<file path="src/hdl/tss_pkg.sv">
// ----------------------------------------------------------------------------
// Temporal subsampling package
// Widths, register indexes, operation codes and the structs shared between
// the top level and the multiply-round unit.
// ----------------------------------------------------------------------------
package tss_pkg;

  localparam int NUM_CH     = 256;  // channels addressable by the 8-bit field
  localparam int CH_W       = 8;
  localparam int SAMP_W     = 16;
  localparam int COEF_W     = 16;
  localparam int SUM_W      = 22;
  localparam int SUM_EXT_W  = SUM_W - SAMP_W;
  localparam int FRAME_W    = 16;
  localparam int VAL_W      = 32;
  localparam int WL_W       = 7;
  localparam int ST_W       = 7;
  localparam int FS_W       = 9;
  localparam int PH_W       = 6;
  localparam int MAX_STRIDE = 64;
  localparam int CFG_IDX_W  = 2;
  localparam int CFG_DATA_W = 9;

  // Product of a Q4.12 weight and a Q.8 sum, and its rounded Q.8 form.
  localparam int FRAC_W   = 12;
  localparam int PROD_W   = COEF_W + SUM_W;
  localparam int RND_W    = PROD_W - FRAC_W;
  localparam int RND_EXT_W  = VAL_W - RND_W;
  localparam int BIAS_EXT_W = VAL_W - COEF_W;
  localparam logic signed [PROD_W-1:0] RND_HALF = PROD_W'(1 << (FRAC_W - 1));

  // Configuration register indexes.
  localparam logic [CFG_IDX_W-1:0] CFG_WINDOW_LENGTH = 2'd0;
  localparam logic [CFG_IDX_W-1:0] CFG_STRIDE        = 2'd1;
  localparam logic [CFG_IDX_W-1:0] CFG_FRAME_SIZE    = 2'd2;

  // Operation codes of an input item.
  localparam logic OP_LOAD = 1'b0;
  localparam logic OP_DATA = 1'b1;

  typedef struct packed {
    logic [CH_W-1:0]          channel;
    logic [FRAME_W-1:0]       frame;
    logic                     last;
    logic signed [SUM_W-1:0]  sum;
    logic signed [COEF_W-1:0] weight;
    logic signed [COEF_W-1:0] bias;
  } tss_mac_req_t;

  typedef struct packed {
    logic [CH_W-1:0]         channel;
    logic [FRAME_W-1:0]      frame;
    logic signed [VAL_W-1:0] value;
    logic                    last;
  } tss_result_t;

endpackage

</file>
<file path="src/hdl/tss_mac.sv">
// ----------------------------------------------------------------------------
// Temporal subsampling multiply-round unit
// Three registered stages: request, weight times sum, rounding plus bias into
// the output register.
// ----------------------------------------------------------------------------
module tss_mac (
  input  logic                 clk_i,
  input  logic                 rst_ni,
  input  logic                 req_valid_i,
  input  tss_pkg::tss_mac_req_t req_i,
  output logic                 req_ready_o,
  output logic                 res_valid_o,
  output tss_pkg::tss_result_t res_o,
  input  logic                 res_ready_i
);
  import tss_pkg::*;

  logic                     m_v_q, p_v_q, o_v_q;
  logic                     go_m, go_p, go_o;
  tss_mac_req_t             m_q;
  logic signed [PROD_W-1:0] prod_d, prod_q;
  logic signed [COEF_W-1:0] p_bias_q;
  logic [CH_W-1:0]          p_ch_q;
  logic [FRAME_W-1:0]       p_frame_q;
  logic                     p_last_q;
  logic signed [PROD_W-1:0] rnd;
  logic signed [RND_W-1:0]  rnd_q8;
  logic signed [VAL_W-1:0]  value_d;
  tss_result_t              res_q;

  assign go_o        = !o_v_q || res_ready_i;
  assign go_p        = !p_v_q || go_o;
  assign go_m        = !m_v_q || go_p;
  assign req_ready_o = go_m;

  assign prod_d = $signed(m_q.weight) * $signed(m_q.sum);

  // Round half up, then floor shift; the biased result always fits in 32 bits,
  // so saturation can never engage.
  assign rnd     = prod_q + RND_HALF;
  assign rnd_q8  = rnd[PROD_W-1:FRAC_W];
  assign value_d = {{RND_EXT_W{rnd_q8[RND_W-1]}}, rnd_q8}
                 + {{BIAS_EXT_W{p_bias_q[COEF_W-1]}}, p_bias_q};

  always_ff @(posedge clk_i or negedge rst_ni) begin
    if (!rst_ni) begin
      m_v_q <= 1'b0;
      p_v_q <= 1'b0;
      o_v_q <= 1'b0;
    end else begin
      if (go_m) m_v_q <= req_valid_i;
      if (go_p) p_v_q <= m_v_q;
      if (go_o) o_v_q <= p_v_q;
    end
  end

  always_ff @(posedge clk_i) begin
    if (go_m) m_q <= req_i;
    if (go_p) begin
      prod_q    <= prod_d;
      p_bias_q  <= m_q.bias;
      p_ch_q    <= m_q.channel;
      p_frame_q <= m_q.frame;
      p_last_q  <= m_q.last;
    end
    if (go_o) begin
      res_q.channel <= p_ch_q;
      res_q.frame   <= p_frame_q;
      res_q.value   <= value_d;
      res_q.last    <= p_last_q;
    end
  end

  assign res_valid_o = o_v_q;
  assign res_o       = res_q;

endmodule

</file>
<file path="config.mk">
export PLATFORM = sky130hd
export DESIGN_NAME = tss_mac
export DESIGN_NICKNAME = d
export VERILOG_FILES = /design/src/hdl/tss_pkg.sv /design/src/hdl/tss_mac.sv
export SDC_FILE = /design/constraint.sdc
export NUM_CORES = 1
export LEC_CHECK = 0
export BUFFER_PORTS_ARGS = -buffer_cell sky130_fd_sc_hd__buf_2
export CORE_ASPECT_RATIO = 0.7
export CORE_MARGIN = 4
export CORE_UTILIZATION = 40
export DETAILED_ROUTE_END_ITERATION = 8
export GPL_TIMING_DRIVEN = 0
export HOLD_SLACK_MARGIN = 0.02
export RECOVER_POWER = 50
export SETUP_SLACK_MARGIN = 0.3
export SYNTH_ARGS = -nofsm -noshare
export SYNTH_HDL_FRONTEND = slang
export SYNTH_SLANG_ARGS = --single-unit
</file>
<file path="constraint.sdc">
create_clock -name clk_i -period 8.5 [get_ports clk_i]
set_clock_uncertainty 0.15 [all_clocks]
set_input_delay 2.125 -clock clk_i [delete_from_list [all_inputs] [get_ports clk_i]]
set_output_delay 2.125 -clock clk_i [all_outputs]
set_load 0.02 [all_outputs]
</file>
==> flow_metrics.py <==
metrics = {
    "routing": {
        "detail_route.first_pass.iterations": 5,
        "routed_wl_mm": 49.4,
        "post_drt_wl_per_cell_um": 18.2,
        "final_antenna_net_count": 0,
        "vias": 13192,
        "vias_per_cell": 4.87,
        "first_iter_violations": 1041,
        "drc_errors": 0,
    },
    "floorplan": {
        "pin_count": 142,
        "start_util": 0.408,
        "die_y_um": 197,
        "die_area_mm2": 0.0545,
        "fp.coreArea_mm2": 0.0498,
        "die_width_um": 277,
        "rows": 68,
    },
    "clock_network": {
        "cts_tree": "done",
        "ctsResizeCount": 0,
        "clk_latency_ns": 0.55,
        "cts.sinks": 202,
        "root_buffer": "clkbuf_16",
        "clk_pin_slew_worst_paths_ns": 0.06,
        "post_cts_buffers": 0,
        "clk_path_buf_depth": 3,
        "cts_buffers": 23,
        "postCtsHoldBufs": 0,
        "htree_levels": 1,
    },
    "grt": {
        "track_usage": 0.189,
        "gr-total-overflow": 0,
        "grt_pass1_vias": 14312,
        "grt_pass1_wl_mm": 80.4,
        "antenna_found_initial": 1,
        "grt_start_max_net_pins": 36,
    },
    "synth": {
        "yosysWarnings": 0,
        "synth_largest_area_cell": "fa_1",
        "ys_seq_elements": 202,
        "syn_area_per_cell_um2": 11.0,
        "synth_edf_count": 199,
        "synth-seq-area-share": 0.298,
        "synth_top_area_share": 0.341,
        "async_flop_share": 0.0149,
        "synthFlopType": "edfxtp_1",
        "synth_most_common_cell": "inv_1",
        "synth_cell_types": 59,
        "synthCells": 1855,
        "syn_area_mm2": 0.0203,
        "syn_nets": 2402,
        "synth.top_cells.by_count": "422 x inv_1, 346 x fa_1, 215 x nand2_1",
        "synth_area_leaders": "fa_1 34%, edfxtp_1 29%, inv_1 7.8%",
    },
    "setup_path": {
        "critical_path_required_ns": 8.65,
        "arrival_ns": 7.53,
        "critPathLaunchType": "flip-flop",
        "cp_max_fo": 10,
        "critPathCaptureType": "flip-flop",
        "critPathKind": "reg2reg",
    },
    "sta": {
        "post-route-period-util": 0.869,
        "finalHoldViolCount": 0,
        "finalSetupViolCount": 0,
        "worstMarginPinSlew_ns": 1.95,
        "maxSlewViolCount": 36,
        "maxSlewHeadroom": -0.299,
        "fmaxAchievable_mhz": 135,
        "rsz0062_at_grt": "false",
        "finalCriticalPeriod_ns": 7.39,
    },
    "finish": {
        "layout-drive-gt1-share": 0.0929,
        "syn2layout_area_growth_pct": 11.8,
        "fin_area_mm2": 0.0227,
        "nets": 2578,
        "nFillCells": 4686,
        "antenna_cells": 0,
    },
    "place": {
        "gp_congestion": 0.936,
        "post-dp-hpwl_mm": 40.9,
        "placed_area_mm2": 0.0220,
        "place.port_buffers": 141,
    },
    "worst_hold_path": {
        "hold_path.class": "reg2reg",
    },
    "run": {
        "drv_cap": 1,
    },
    "run_status": {
        "outcome": "finished, violations left",
        "violations": "capacitance limit, slew limit",
    },
}
kinds of logic (layout without fill, tap and decap cells):
logic type | after synthesis | count (layout) | synth area share
AND/OR/NAND/NOR | 485 | 485 | 0.115
adder cells (fa/ha/maj) | 464 | 464 | 0.414
buffers and inverters | 483 | 673 | 0.0902
AO/OA/AOI/OAI | 144 | 144 | 0.0501
XOR/XNOR | 77 | 77 | 0.0332
flip-flops | 202 | 202 | 0.298
worst paths after layout:
| path | start | endpoint | slack (ns) | cells past startpoint |
|---|---|---|---|---|
| setup / recovery | m_q[45] | prod_q[29] | 1.11 | 23 |
| hold / removal | m_q[5] | p_bias_q[5] | 0.26 | 0 |
| setup reg to reg | m_q[45] | prod_q[29] | 1.11 | 23 |
| hold reg to reg | m_q[5] | p_bias_q[5] | 0.26 | 0 |
| max in group asynchronous | rst_ni | res_valid_o | 6.81 | 1 |
| min in group asynchronous | rst_ni | m_v_q | 1.23 | 1 |
cell type report:
cell class	count	area, um^2	area share
inverters	423	1590	0.0699
plain buffers	60	245	0.0108
repair buffers	151	840	0.0370
well taps	665	832	0.0366
clock buffers	30	602	0.0265
flip-flops and latches	202	6050	0.267
multi-input cells	1170	12400	0.547
clock inverters	9	118	0.00518
critical path, cell delays in order (launching register included):
cell and delay [ns]:
edfxtp_1 0.60, clkbuf_1 0.59, nand2_1 0.18, fa_1 0.58
inv_1 0.05, fa_1 0.53, inv_1 0.05, fa_1 0.49
inv_1 0.05, fa_1 0.44, fa_1 0.51, inv_1 0.05
fa_1 0.47, inv_1 0.04, ha_1 0.35, a21o_1 0.20
a2bb2oi_1 0.23, a21oi_1 0.17, o21ai_2 0.26, a21oi_1 0.18
nor3_2 0.42, nor2_1 0.14, or2_1 0.25, xnor2_1 0.13
routing by layer:
metal / vias to the layer above / global-route usage / share of wire
li1: 6075 / - / -
met5: - / 0 / 0
met2: 363 / 0.295 / 0.45
met3: 46 / 0.0433 / 0.074
met4: 0 / 0.0339 / 0.017
met1: 6708 / 0.274 / 0.46
sequential cells by signal, indices dropped and copies added, names as in the netlist:
name         flops
p_frame_q       16
prod_q          27
p_last_q         1
p_v_q            1
m_v_q            1
p_bias_q        16
res_valid_o      1
p_ch_q           8
m_q             79
res_o           52
placed cells by master, fill, tap and decap left out, types with 9 or more instances in the layout:
master and count:
inv_1 422, fa_1 346, nand2_1 215, edfxtp_1 199, and2_1 138, buf_2 136
ha_1 118, clkbuf_1 69, xnor2_1 58, nor2_1 50, a21oi_1 45, a21o_1 24
clkbuf_16 23, nand3_1 22, xor2_1 19, o21ai_0 17, nand2b_1 15, nor3_1 15
and3_1 12, o21bai_1 10, nand4_1 9
per-stage QoR:
step / util / hold slack [ns] / cells / setup slack, ns / setup TNS [ns]
floorplan: - / 0.250 / 1855 / 1.66 / 0
global placement: 0.439 / 0.251 / 2661 / -0.997 / -0.997
detailed placement: 0.443 / 0.255 / 2671 / 1.20 / 0
CTS: 0.457 / 0.266 / 2710 / 1.17 / 0
global route: 0.456 / 0.275 / 2710 / 0.767 / 0
finish: 0.456 / 0.263 / 2710 / 1.11 / 0
Power is not shown: default switching activity piles up to over one toggle a cycle in this logic, so the estimate is an artifact.
